## src/hw/rtl/ttgr_pkg.sv

```systemverilog
// Shared types and constants of the tap gesture recogniser.
// Used by ttgr_cfg_regs, ttgr_core and touch_tap_gesture_recognizer_unit.
// No dependencies.
package ttgr_pkg;

  // Default timestamp width in bits.
  localparam int unsigned TimeBitsDef = 48;

  // Width of the timing registers.
  localparam int unsigned CfgTimeW = 24;

  // Configuration port geometry.
  localparam int unsigned CfgAddrW = 3;
  localparam int unsigned CfgDataW = CfgTimeW;

  // Width of the result stream data.
  localparam int unsigned OutDataW = 8;

  // Register indexes.
  localparam logic [CfgAddrW-1:0] RegDoubleTapEn  = 3'd0;
  localparam logic [CfgAddrW-1:0] RegDebounceTime = 3'd1;
  localparam logic [CfgAddrW-1:0] RegMinTapTime   = 3'd2;
  localparam logic [CfgAddrW-1:0] RegMaxTapTime   = 3'd3;
  localparam logic [CfgAddrW-1:0] RegDoubleWindow = 3'd4;

  // Reset values of the timing registers.
  localparam logic [CfgTimeW-1:0] DebounceTimeRst   = 24'd50000;
  localparam logic [CfgTimeW-1:0] MinTapTimeRst     = 24'd50000;
  localparam logic [CfgTimeW-1:0] MaxTapTimeRst     = 24'd1000000;
  localparam logic [CfgTimeW-1:0] DoubleWindowRst   = 24'd400000;

  // Gesture codes.
  typedef enum logic [1:0] {
    GEST_NONE   = 2'd0,
    GEST_SINGLE = 2'd1,
    GEST_DOUBLE = 2'd2
  } gesture_e;

  // Configuration as seen by the recogniser core.
  typedef struct packed {
    logic                double_tap_enable;
    logic [CfgTimeW-1:0] debounce_time;
    logic [CfgTimeW-1:0] min_tap_time;
    logic [CfgTimeW-1:0] max_tap_time;
    logic [CfgTimeW-1:0] double_window_time;
  } cfg_t;

endpackage

```

## src/hw/rtl/touch_tap_gesture_recognizer_unit.sv

```systemverilog
// Top level of the tap gesture recogniser: stream handshake, input register and
// result valid. Depends on ttgr_pkg, ttgr_cfg_regs and ttgr_core.
//
//  Channel  | Direction | Handshake                     | Payload
//  ---------+-----------+-------------------------------+----------------------------------
//  s_axis   | in        | s_axis_tvalid / s_axis_tready | touch_down, time_us, hold_idle
//  m_axis   | out       | m_axis_tvalid / m_axis_tready | gesture
//  cfg      | in        | cfg_valid_i / cfg_ready_o     | register index, write data
//
// One poll request is accepted every cycle unless the result is stalled; each gives
// exactly one result request. A request passes the input register and then the core's
// result register, where the debounce, tap-length and window compares are worked out
// in a single pass. Reset returns all registers but the input payload to their default
// values and the recogniser to idle; there is no clearing pass, so requests are
// accepted from the first cycle after reset. A stalled result holds its value; the
// input register still takes a request in the same cycle the pending result is taken.
module touch_tap_gesture_recognizer_unit
  import ttgr_pkg::*;
#(
  parameter int unsigned TIME_BITS = TimeBitsDef
) (
  input  logic                clk_i,
  input  logic                rst_ni,
  // Poll requests.
  input  logic                s_axis_tvalid,
  output logic                s_axis_tready,
  // [0] touch_down, [TIME_BITS:1] time_us, [TIME_BITS+1] hold_idle, rest zero.
  input  logic [((TIME_BITS+9)/8)*8-1:0] s_axis_tdata,
  // Gesture results.
  output logic                m_axis_tvalid,
  input  logic                m_axis_tready,
  // [1:0] gesture, rest zero.
  output logic [OutDataW-1:0] m_axis_tdata,
  // Configuration writes.
  input  logic                cfg_valid_i,
  output logic                cfg_ready_o,
  input  logic [CfgAddrW-1:0] cfg_addr_i,
  input  logic [CfgDataW-1:0] cfg_data_i
);

  cfg_t                 cfg;
  gesture_e             gesture;
  logic                 step;
  logic                 in_accept;

  logic                 in_valid_d, in_valid_q;
  logic                 out_valid_d, out_valid_q;
  logic                 in_touch_q;
  logic [TIME_BITS-1:0] in_time_q;
  logic                 in_hold_q;

  // Configuration is always taken at once.
  assign cfg_ready_o = 1'b1;

  ttgr_cfg_regs u_cfg_regs (
    .clk_i     (clk_i),
    .rst_ni    (rst_ni),
    .wr_en_i   (cfg_valid_i),
    .wr_addr_i (cfg_addr_i),
    .wr_data_i (cfg_data_i),
    .cfg_o     (cfg)
  );

  // The held request is processed whenever the result register is free or being
  // emptied in this cycle.
  assign step          = in_valid_q && (!out_valid_q || m_axis_tready);
  assign s_axis_tready = !in_valid_q || step;
  assign in_accept     = s_axis_tvalid && s_axis_tready;

  assign in_valid_d  = in_accept ? 1'b1 : (step ? 1'b0 : in_valid_q);
  assign out_valid_d = step ? 1'b1 : (m_axis_tready ? 1'b0 : out_valid_q);

  always_ff @(posedge clk_i or negedge rst_ni) begin
    if (!rst_ni) begin
      in_valid_q  <= 1'b0;
      out_valid_q <= 1'b0;
    end else begin
      in_valid_q  <= in_valid_d;
      out_valid_q <= out_valid_d;
    end
  end

  // Payload of the input register needs no reset.
  always_ff @(posedge clk_i) begin
    if (in_accept) begin
      in_touch_q <= s_axis_tdata[0];
      in_time_q  <= s_axis_tdata[TIME_BITS:1];
      in_hold_q  <= s_axis_tdata[TIME_BITS+1];
    end
  end

  ttgr_core #(
    .TIME_BITS (TIME_BITS)
  ) u_core (
    .clk_i        (clk_i),
    .rst_ni       (rst_ni),
    .step_i       (step),
    .touch_down_i (in_touch_q),
    .time_us_i    (in_time_q),
    .hold_idle_i  (in_hold_q),
    .cfg_i        (cfg),
    .gesture_o    (gesture)
  );

  assign m_axis_tvalid = out_valid_q;
  assign m_axis_tdata  = {{(OutDataW-2){1'b0}}, gesture};

endmodule

```

## src/hw/rtl/ttgr_cfg_regs.sv

```systemverilog
// Configuration register file of the tap gesture recogniser.
// Depends on ttgr_pkg.
module ttgr_cfg_regs
  import ttgr_pkg::*;
(
  input  logic                clk_i,
  input  logic                rst_ni,
  input  logic                wr_en_i,
  input  logic [CfgAddrW-1:0] wr_addr_i,
  input  logic [CfgDataW-1:0] wr_data_i,
  output cfg_t                cfg_o
);

  cfg_t cfg_d, cfg_q;

  // Writes to indexes beyond the register list are dropped.
  always_comb begin
    cfg_d = cfg_q;
    if (wr_en_i) begin
      case (wr_addr_i)
        RegDoubleTapEn:  cfg_d.double_tap_enable  = wr_data_i[0];
        RegDebounceTime: cfg_d.debounce_time      = wr_data_i;
        RegMinTapTime:   cfg_d.min_tap_time       = wr_data_i;
        RegMaxTapTime:   cfg_d.max_tap_time       = wr_data_i;
        RegDoubleWindow: cfg_d.double_window_time = wr_data_i;
        default:         cfg_d = cfg_q;
      endcase
    end
  end

  always_ff @(posedge clk_i or negedge rst_ni) begin
    if (!rst_ni) begin
      cfg_q.double_tap_enable  <= 1'b1;
      cfg_q.debounce_time      <= DebounceTimeRst;
      cfg_q.min_tap_time       <= MinTapTimeRst;
      cfg_q.max_tap_time       <= MaxTapTimeRst;
      cfg_q.double_window_time <= DoubleWindowRst;
    end else begin
      cfg_q <= cfg_d;
    end
  end

  assign cfg_o = cfg_q;

endmodule

```

## src/hw/rtl/ttgr_core.sv

```systemverilog
// Tap recogniser core: gesture state, edge debounce and the result register.
// Depends on ttgr_pkg.
module ttgr_core
  import ttgr_pkg::*;
#(
  parameter int unsigned TIME_BITS = TimeBitsDef
) (
  input  logic                 clk_i,
  input  logic                 rst_ni,
  input  logic                 step_i,
  input  logic                 touch_down_i,
  input  logic [TIME_BITS-1:0] time_us_i,
  input  logic                 hold_idle_i,
  input  cfg_t                 cfg_i,
  output gesture_e             gesture_o
);

  typedef enum logic [1:0] {
    PH_IDLE    = 2'd0,
    PH_PRESSED = 2'd1,
    PH_WAIT    = 2'd2
  } phase_e;

  localparam int unsigned PadW = TIME_BITS - CfgTimeW;

  phase_e               phase_d, phase_q;
  logic                 level_d, level_q;
  logic                 pend_d, pend_q;
  logic [TIME_BITS-1:0] press_time_d, press_time_q;
  logic [TIME_BITS-1:0] release_time_d, release_time_q;
  logic [TIME_BITS-1:0] first_rel_d, first_rel_q;
  gesture_e             gesture_d, gesture_q;

  // Elapsed times wrap modulo the timestamp width.
  logic [TIME_BITS-1:0] since_press, since_release, since_first;
  logic [TIME_BITS-1:0] debounce_w, min_tap_w, max_tap_w, window_w;
  logic                 debounce_ok, tap_len_ok, in_window;

  assign since_press   = time_us_i - press_time_q;
  assign since_release = time_us_i - release_time_q;
  assign since_first   = time_us_i - first_rel_q;

  assign debounce_w = {{PadW{1'b0}}, cfg_i.debounce_time};
  assign min_tap_w  = {{PadW{1'b0}}, cfg_i.min_tap_time};
  assign max_tap_w  = {{PadW{1'b0}}, cfg_i.max_tap_time};
  assign window_w   = {{PadW{1'b0}}, cfg_i.double_window_time};

  assign debounce_ok = (since_press >= debounce_w) && (since_release >= debounce_w);
  assign tap_len_ok  = (since_press >= min_tap_w) && (since_press <= max_tap_w);
  assign in_window   = (since_first <= window_w);

  always_comb begin
    phase_d        = phase_q;
    level_d        = level_q;
    pend_d         = pend_q;
    press_time_d   = press_time_q;
    release_time_d = release_time_q;
    first_rel_d    = first_rel_q;
    gesture_d      = GEST_NONE;

    if (hold_idle_i) begin
      phase_d = PH_IDLE;
      pend_d  = 1'b0;
      level_d = touch_down_i;
    end else if (touch_down_i != level_q) begin
      if (debounce_ok) begin
        level_d = touch_down_i;
        if (touch_down_i) begin
          press_time_d = time_us_i;
          phase_d      = PH_PRESSED;
        end else begin
          release_time_d = time_us_i;
          phase_d        = PH_IDLE;
          if (phase_q == PH_PRESSED) begin
            if (!tap_len_ok) begin
              pend_d = 1'b0;
            end else if (!pend_q) begin
              if (cfg_i.double_tap_enable) begin
                first_rel_d = time_us_i;
                pend_d      = 1'b1;
                phase_d     = PH_WAIT;
              end else begin
                gesture_d = GEST_SINGLE;
              end
            end else begin
              pend_d    = 1'b0;
              gesture_d = in_window ? GEST_DOUBLE : GEST_SINGLE;
            end
          end
        end
      end
    end else if (phase_q == PH_WAIT && pend_q && !in_window) begin
      // The second-tap window has run out.
      phase_d   = PH_IDLE;
      pend_d    = 1'b0;
      gesture_d = GEST_SINGLE;
    end
  end

  always_ff @(posedge clk_i or negedge rst_ni) begin
    if (!rst_ni) begin
      phase_q        <= PH_IDLE;
      level_q        <= 1'b0;
      pend_q         <= 1'b0;
      press_time_q   <= '0;
      release_time_q <= '0;
      first_rel_q    <= '0;
      gesture_q      <= GEST_NONE;
    end else if (step_i) begin
      phase_q        <= phase_d;
      level_q        <= level_d;
      pend_q         <= pend_d;
      press_time_q   <= press_time_d;
      release_time_q <= release_time_d;
      first_rel_q    <= first_rel_d;
      gesture_q      <= gesture_d;
    end
  end

  assign gesture_o = gesture_q;

  // Waiting for a second tap always has a first tap pending.
  a_wait_has_pending: assert property (@(posedge clk_i) disable iff (!rst_ni)
    (phase_q == PH_WAIT) |-> pend_q)
    else $error("waiting phase without a pending first tap");

  // A hold leaves the recogniser idle with nothing pending.
  a_hold_clears: assert property (@(posedge clk_i) disable iff (!rst_ni)
    (step_i && hold_idle_i) |=> (phase_q == PH_IDLE && !pend_q))
    else $error("hold did not clear the recogniser");

  // Any reported gesture resolves everything that was pending.
  a_gesture_resolves: assert property (@(posedge clk_i) disable iff (!rst_ni)
    (step_i && gesture_d != GEST_NONE) |=> (phase_q == PH_IDLE && !pend_q))
    else $error("gesture reported but recogniser not idle");

  // A double tap needs a first tap pending beforehand.
  a_double_needs_pending: assert property (@(posedge clk_i) disable iff (!rst_ni)
    (step_i && gesture_d == GEST_DOUBLE) |-> pend_q)
    else $error("double tap without a pending first tap");

endmodule
```

## config.mk

```make
export PLATFORM = sky130hd
export DESIGN_NAME = touch_tap_gesture_recognizer_unit
export DESIGN_NICKNAME = d
export VERILOG_FILES = /design/src/hw/rtl/ttgr_pkg.sv /design/src/hw/rtl/touch_tap_gesture_recognizer_unit.sv /design/src/hw/rtl/ttgr_cfg_regs.sv /design/src/hw/rtl/ttgr_core.sv
export SDC_FILE = /design/constraint.sdc
export NUM_CORES = 1
export LEC_CHECK = 0
export ABC_AREA = 1
export BUFFER_PORTS_ARGS = -buffer_cell sky130_fd_sc_hd__buf_2
export CORE_MARGIN = 10
export CORE_UTILIZATION = 60
export CTS_CLUSTER_DIAMETER = 200
export DETAILED_ROUTE_END_ITERATION = 10
export GPL_ROUTABILITY_DRIVEN = 0
export PLACE_DENSITY = 0.85
export SLEW_MARGIN = 20
export SYNTH_ARGS = -nofsm -noshare
export SYNTH_HDL_FRONTEND = slang
export SYNTH_HIERARCHICAL = 1
export SYNTH_SLANG_ARGS = --single-unit
```

## constraint.sdc

```tcl
create_clock -name clk_i -period 4.2 [get_ports clk_i]
set_input_delay 0.84 -clock clk_i [delete_from_list [all_inputs] [get_ports clk_i]]
set_output_delay 0.84 -clock clk_i [all_outputs]
set_load 0.05 [all_outputs]
```

==> reports/metrics.yaml, run 1 <==
status:
  status: "stopped before the end"
  stop_stage: "global routing (5_1_grt)"
  stop_error: "[ERROR GRT-0232] Routing congestion too high. Check the congestion heatmap in the GUI."
cts:
  h-tree-depth: 2
  cts_max_path_buffers: 3
  cts.sinks: 299
  cts_buffers: 34
  cts_root_buffer: "clkbuf_16"
yosys:
  synth-compound-area-share_pct: 8.84
  synth_top_area_cell: "dfrtp_1"
  synth-seq-cells: 299
  synth_common_cells: "1464 x nand2_1, 841 x inv_1, 305 x nor2_1"
  synthArstFlopShare_pct: 83.3
  synth.avg_cell_area_um2: 6.46
  synth_edf_count: 50
  synth_cells: 4247
  ys_types: 54
  synth-simple-area-share_pct: 34.5
  synth_top_family_by_area: "simple AND/OR/NAND/NOR gates"
  synthAdderAreaFrac_pct: 12.2
  synth_mux_area_share_pct: 0
  synthTopCellsByArea: "dfrtp_1 20%, nand2_1 20%, ha_1 12%"
  ys.flop_type: "dfrtp_1"
  netlist_area_um2: 27400
  synth_xor_area_share_pct: 2.36
  synth.yosys.warnings: 6
  yosys.cell_count.top_type: "nand2_1"
  synth-seq-area-share_pct: 28.3
  yosys.area.top_type_share_pct: 20.3
timing:
  endpoint_type: "sequential cell input"
  postGrtWorstEndpoint: "u_core/first_rel_q[27]$_DFFE_PN0P_/D"
floorplan:
  rows: 78
  io_pins: 99
  dieWidth_um: 234
  initial_utilization_pct: 60.6
  fp.dieH_um: 234
global_route:
  grt_overflow: 388
  track_usage_pct: 79.6
  grt_max_degree: 105
place:
  placedCellCount: 5179
  hpwlAfterDp_um: 71600
  numPortBuffers: 85
timing repair:
action / in CTS
resized for setup: 317
hold buffers: 0
setup endpoints to repair: 150
setup buffers: 78
pin swaps: 87
gates cloned: 27
cell families after synthesis:
family	count (synthesis)
xor gates and xnor gates	74
adders and majority gates	265
AOI/OAI and AO/OA	424
buffers and inverters	929
other	2
and+or+nand+nor	2254
DFF	299
per-stage QoR:
step                TNS, ns  area, um2  utilization (%)  worst slack, ns  hold slack, ns
detailed placement   -34.53      30500             67.4           -0.338           0.453
CTS                   -4.80      34400             76.0           -0.135           0.344
global placement     -24.77      30500             67.4           -0.234           0.451
floorplan                 0      27500                -            0.399           0.442
per-layer routing:
metal | overflow | GRT usage, %
met4 | 120 | 77.6
met3 | 41 | 74.8
met1 | 46 | 77.3
met2 | 179 | 89.6
met5 | 2 | 51.7
==> run 2, diff against run 1 <==
--- a/config.mk
+++ b/config.mk
@@ -8,11 +8,10 @@
 export ABC_AREA = 1
 export BUFFER_PORTS_ARGS = -buffer_cell sky130_fd_sc_hd__buf_2
 export CORE_MARGIN = 10
-export CORE_UTILIZATION = 60
-export CTS_CLUSTER_DIAMETER = 200
+export CORE_UTILIZATION = 40
 export DETAILED_ROUTE_END_ITERATION = 10
 export GPL_ROUTABILITY_DRIVEN = 0
-export PLACE_DENSITY = 0.85
+export PLACE_DENSITY_LB_ADDON = 0.15
 export SLEW_MARGIN = 20
 export SYNTH_ARGS = -nofsm -noshare
 export SYNTH_HDL_FRONTEND = slang
==> run 2 against run 1 <==
Compared with the run above:
- the flow now finishes, with violations (setup timing)
- synthesized cell count stayed put
- synthesized area stayed put
==> reports/metrics.yaml, run 2 <==
setup_path:
  path_class: "flip-flop to flip-flop"
  cpMostUsedCell: "nand2_1"
  r2r-start: "in_time_q[11]$_DFFE_PP_"
  slowest_stage: "edfxtp_1"
  critPathMaxFanout: 5
  max_stage_delay_ns: 0.37
  worst_setup_path_end_kind: "flip-flop"
  crit_start: "in_time_q[11]$_DFFE_PP_"
  start_kind: "flip-flop"
  crit_required_ns: 4.65
  worst_ep_arrival_time_ns: 4.89
place:
  numPortBuffers: 85
  hpwlAfterDp_um: 80300
  placedCellCount: 5526
  post-place-ws_ns: -0.469
route:
  viasPerCell: 5.08
  vias: 28905
  drtIter0Drc: 2314
  first_pass_iters: 6
  routed_wl_um: 104000
  wl_per_cell_um: 18.2
  detail-route-antenna-nets: 0
  drc: 0
floorplan:
  rows: 95
  die_area_um2: 79500
  initial_utilization_pct: 40.6
  fp.dieH_um: 282
  io_pins: 99
  coreArea_um2: 67600
  dieWidth_um: 282
timing:
  setup_violations: 127
  slew_headroom_pct: 4.28
  worst_pin_slew_ns: 1.42
  hold_viol: 0
  setup_slack_ns: -0.237
  post-route-min-period_ns: 4.44
  finalCritPeriodShare_pct: 106
  maxSlewViolCount: 0
  rsz0062_at_grt: "yes"
  holdWs_ns: 0.299
  clock_skew_ns: 0.0295
  max_freq_ghz: 0.225
layout:
  layout_common_cells: "1308 x nand2_1, 829 x inv_1, 392 x buf_4"
  drive_above_1_share_pct: 24.5
  diodes: 0
  area_growth_pct: 33.4
  layout.cells.most_common: "nand2_1"
  nFillCells: 6492
  largest_reg_flops: 97
  final_net_count: 5143
  multiInputGateArea_um2: 18100
  final_cells: 5693
  postLayoutCoreUtil_pct: 54.1
  regArea_um2: 7760
cts:
  h-tree-depth: 2
  cts_hold_buf: 0
  cts_max_path_buffers: 3
  cts_root_buffer: "clkbuf_16"
  clock_latency_ns: 0.58
  cts_tree: "yes"
  cts_buffers: 38
  cts.sinks: 299
  clk_pin_slew_ns: 0.06
yosys:
  synth_edf_count: 50
  synth.avg_cell_area_um2: 6.46
  synthArstFlopShare_pct: 83.3
  synth.yosys.warnings: 6
  synth_top_area_cell: "dfrtp_1"
  netlist_area_um2: 27400
  ys_types: 54
  synthTopCellsByArea: "dfrtp_1 20%, nand2_1 20%, ha_1 12%"
  synth_common_cells: "1464 x nand2_1, 841 x inv_1, 305 x nor2_1"
  synth_cells: 4247
  synth-seq-cells: 299
  ys.flop_type: "dfrtp_1"
  yosys.cell_count.top_type: "nand2_1"
  synth-seq-area-share_pct: 28.3
  yosys.area.top_type_share_pct: 20.3
status:
  violations: "setup timing"
  status: "complete, but fails checks"
global_route:
  grt_busiest_layer: "met2"
  grt_use_met1_pct: 33.9
  use_met2_pct: 41.2
  grt_pass1_vias: 27427
  use_met3_pct: 2.34
  grt_max_degree: 105
  grt_overflow: 0
  track_usage_pct: 25.0
  antenna_found_initial: 0
  grt_pass1_wl_um: 153000
power:
  powerDensity_nw_per_um2: 612
  power.leakage_uw: 0.0197
  vdd_drop_max_mv: 0.319
hold_path:
  hp-class: "primary input to async pin"
job:
  drv_cap: 0
run 2: cell counts after synthesis:
No cell type changed its count.
run 2: logic make-up after synthesis:
| group | after synthesis | synth area share, % |
|---|---|---|
| compound gates | 424 | 8.84 |
| xor+xnor | 74 | 2.36 |
| fa+ha+maj | 265 | 12.2 |
| buf+inv | 929 | 13.8 |
| flops | 299 | 28.3 |
| other cells | 2 | 0.0274 |
| simple gates | 2254 | 34.5 |
run 2: stage by stage:
stage | TNS (ns) | power [uW] | instance area [um2]
floorplan | 0 | 11800 | 27500
global placement | -52.26 | 16600 | 31500
detailed placement | -49.13 | 16800 | 31500
CTS | -7.02 | 21200 | 35100
global route | -40.17 | 24200 | 36600
finish | -15.89 | 22400 | 36600
run 2: area by class of cell:
class | count | area share [%]
flip-flops and latches | 299 | 21.2
clock buffers | 58 | 3.08
well taps | 873 | 2.98
inverters | 854 | 8.77
repair buffers | 571 | 14.1
clock inverters | 12 | 0.308
multi-input cells | 3026 | 49.6
run 2: power by group:
| group | leakage (uW) | internal, uW | switching (uW) |
|---|---|---|---|
| Clock | 0.000604 | 1870 | 1360 |
| Combinational | 0.0157 | 6370 | 8490 |
| Sequential | 0.00337 | 3650 | 659 |
| Total | 0.0197 | 11900 | 10500 |
run 2: repair_timing:
action	CTS	global route
gates cloned	24	11
gates resized for setup	272	323
setup buffers	53	22
pin swaps	86	100
endpoints found under the setup margin	150	150
run 2: path summary, 6_finish.rpt:
kind,slack [ns],endpoint,cells after the start
worst max register to register,-0.24,u_core/first_rel_q[33]$_DFFE_PN0P_,31
worst min-delay path,0.30,u_cfg_regs/cfg_o[23]$_DFFE_PN0P_,1
worst max-delay path,-0.24,u_core/first_rel_q[33]$_DFFE_PN0P_,31
min in group clk_i,0.43,in_time_q[12]$_DFFE_PP_,1
worst min register to register,0.46,u_cfg_regs/cfg_o[52]$_DFFE_PN1P_,2
max in group asynchronous,2.85,u_cfg_regs/cfg_o[62]$_DFFE_PN1P_,2
run 2: critical path, delay by kind of cell (launching register included):
kind	cells	cell delay [ns]
adders and majority gates	2	0.62
DFF	1	0.37
AOI/OAI and AO/OA	3	0.54
xor gates and xnor gates	1	0.15
and+or+nand+nor	15	1.43
buffers and inverters	10	1.15
run 2: routing by layer:
layer	share of wire (%)	vias up
li1	-	14333
met4	3.6	0
met2	46	879
met1	45	13515
met5	0	-
met3	5.6	178
(Power assumes the default switching activity.)
==> run 3, diff against run 2 <==
--- a/config.mk
+++ b/config.mk
@@ -6,10 +6,10 @@
 export NUM_CORES = 1
 export LEC_CHECK = 0
 export ABC_AREA = 1
-export BUFFER_PORTS_ARGS = -buffer_cell sky130_fd_sc_hd__buf_2
 export CORE_MARGIN = 10
 export CORE_UTILIZATION = 40
 export DETAILED_ROUTE_END_ITERATION = 10
+export DONT_BUFFER_PORTS = 1
 export GPL_ROUTABILITY_DRIVEN = 0
 export PLACE_DENSITY_LB_ADDON = 0.15
 export SLEW_MARGIN = 20
==> run 3 against run 2 <==
Compared with the run above:
- the flow still finishes with violations (setup timing)
- register-to-register slack gained 0.03 ns
- power grew 1.6%
- routed wire length rose by 0.19%
==> reports/metrics.yaml, run 3 (synthesis results as in run 2) <==
timing:
  maxSlewViolCount: 0
  setup_slack_ns: -0.205
  hold_viol: 0
  max_freq_ghz: 0.227
  tns_ns: -16.73
  slew_headroom_pct: 36.3
  rsz0062_at_grt: "yes"
  finalCritPeriodShare_pct: 105
  post-route-min-period_ns: 4.41
  worst_pin_slew_ns: 0.956
  clock_skew_ns: 0.0237
  setup_violations: 148
power:
  combPwrFrac_pct: 66.8
  p_seq_share_pct: 19.0
  power_frac_clock_pct: 14.2
  p_total_uw: 22700
  p_int_uw: 12200
  p_sw_uw: 10500
  vdd_drop_max_mv: 0.320
  powerDensity_nw_per_um2: 628
  p_sw_share_pct: 46.3
  power.leakage_uw: 0.0196
layout:
  diodes: 0
  layout.cells.most_common: "nand2_1"
  largest_reg_flops: 97
  layout_common_cells: "1312 x nand2_1, 823 x inv_1, 410 x buf_4"
  drive_above_1_share_pct: 22.8
  area_growth_pct: 32.0
  final_net_count: 5086
route:
  viasPerCell: 5.11
  wl_per_cell_um: 18.5
  vias: 28765
  drtIter0Drc: 2509
  drc: 0
  first_pass_iters: 6
  routed_wl_um: 104000
  detail-route-antenna-nets: 0
floorplan:
  coreArea_um2: 67600
  die_area_um2: 79500
  dieWidth_um: 282
  fp.dieH_um: 282
  initial_utilization_pct: 40.6
  io_pins: 99
  rows: 95
global_route:
  antenna_found_initial: 0
  grt_overflow: 0
  grt_max_degree: 250
  grt_pass1_vias: 27191
  grt_use_met1_pct: 34.2
  grt_pass1_wl_um: 152000
  grt_busiest_layer: "met2"
  track_usage_pct: 24.8
  use_met3_pct: 1.63
  use_met2_pct: 40.7
setup_path:
  r2r-start: "in_time_q[2]$_DFFE_PP_"
  start_kind: "flip-flop"
  reg2reg_depth: 27
  worst_setup_path_end_kind: "flip-flop"
  worst_ep_arrival_time_ns: 4.86
  r2r-end: "u_core/press_time_q[14]$_DFFE_PN0P_"
  crit_required_ns: 4.65
  rrSetupSlack_ns: -0.21
  critPathMaxFanout: 8
  path_class: "flip-flop to flip-flop"
cts:
  cts.sinks: 299
  clock_latency_ns: 0.57
  clk_pin_slew_ns: 0.06
  cts_max_path_buffers: 3
  h-tree-depth: 2
  cts_tree: "yes"
  cts_buffers: 37
  cts_root_buffer: "clkbuf_16"
place:
  hpwlAfterDp_um: 79600
  numPortBuffers: 0
hold_path:
  hp-class: "primary input to async pin"
job:
  drv_cap: 0
status:
  violations: "setup timing"
  status: "complete, but fails checks"
-- run 3: cell types whose count changed in the layout (fill, tap and decap cells not counted), moves of 9 or more --
cell,delta
buf_2,-83
nand2_2,-15
nand2_4,+9
xor2_1,+9
ha_1,+13
buf_4,+18
-- run 3: layout make-up --
type | instances | area (um2)
Fill cell | 6612 | 31400
Multi-Input combinational cell | 3024 | 17900
Sequential cell | 299 | 7760
Timing Repair Buffer | 517 | 5000
Inverter | 854 | 3210
Tap cell | 873 | 1090
Clock buffer | 56 | 1090
Clock inverter | 11 | 131
-- run 3: how the worst max path moves through the flow --
| stage | from | endpoint | slack, ns | depth (start not counted) |
|---|---|---|---|---|
| finish | in_time_q[2]$_DFFE_PP_ | u_core/press_time_q[14]$_DFFE_PN0P_ | -0.21 | 27 |
| global route | in_time_q[1]$_DFFE_PP_ | u_core/first_rel_q[37]$_DFFE_PN0P_ | -0.35 | 28 |
| CTS | in_time_q[0]$_DFFE_PP_ | u_core/first_rel_q[37]$_DFFE_PN0P_ | -0.24 | 28 |
| detailed placement | in_time_q[17]$_DFFE_PP_ | u_core/press_time_q[44]$_DFFE_PN0P_ | -0.71 | 21 |
| global placement | in_time_q[17]$_DFFE_PP_ | u_core/press_time_q[46]$_DFFE_PN0P_ | -0.74 | 21 |
| floorplan | in_time_q[0]$_DFFE_PP_ | u_core/press_time_q[10]$_DFFE_PN0P_ | 0.40 | 30 |
-- run 3: power by group through the flow --
stage               Sequential, uW  Clock [uW]  Combinational (uW)
floorplan                     4010           0                7810
global placement              4240           0               12300
detailed placement            4240           0               12500
CTS                           4210        3290               13700
global route                  4370        3400               16800
finish                        4320        3240               15200
-- run 3: metal layers --
metal  vias to the layer above  part of all wire, %
met5                         -                    0
met4                         0                  3.6
met2                       864                   46
met3                       181                  5.3
li1                      14233                    -
met1                     13487                   45
-- run 3: worst max-delay path, cell delays in order (launching register included) --
cell	delay [ns]
edfxtp_1	0.53
buf_6	0.20
ha_4	0.27
nand2_1	0.07
nor2_2	0.14
nand2_1	0.06
nand3b_1	0.13
nand2_1	0.08
nand2_2	0.10
buf_6	0.14
xor2_4	0.19
ha_4	0.23
a21oi_2	0.12
nor3_1	0.06
a211oi_1	0.26
nand2_2	0.14
a21oi_2	0.16
nand3_1	0.10
nor2_1	0.10
nand3b_1	0.12
nor2_1	0.13
nand3_2	0.13
and2_4	0.21
nand2_8	0.11
buf_12	0.16
buf_12	0.12
buf_12	0.13
o21ai_2	0.06
-- run 3: repair_timing --
item | in CTS | in global routing
hold endpoints to repair | 153 | 43
pin swaps | 59 | 82
endpoints found under the setup margin | 150 | 150
setup buffers | 52 | 29
resized for setup | 254 | 344
cloned | 23 | 15
-- run 3: stage by stage --
step | util (%) | setup WS (ns) | hold WS (ns) | cells | instance area, um2
after floorplan | - | 0.399 | 0.442 | 4252 | 27500
after global placement | 46.0 | -0.742 | 0.452 | 5456 | 31100
after detailed placement | 46.0 | -0.713 | 0.454 | 5456 | 31100
after CTS | 51.1 | -0.235 | -0.0566 | 5596 | 34500
after global routing | 53.5 | -0.348 | 0.0933 | 5634 | 36200
final | 53.5 | -0.205 | 0.118 | 5634 | 36200
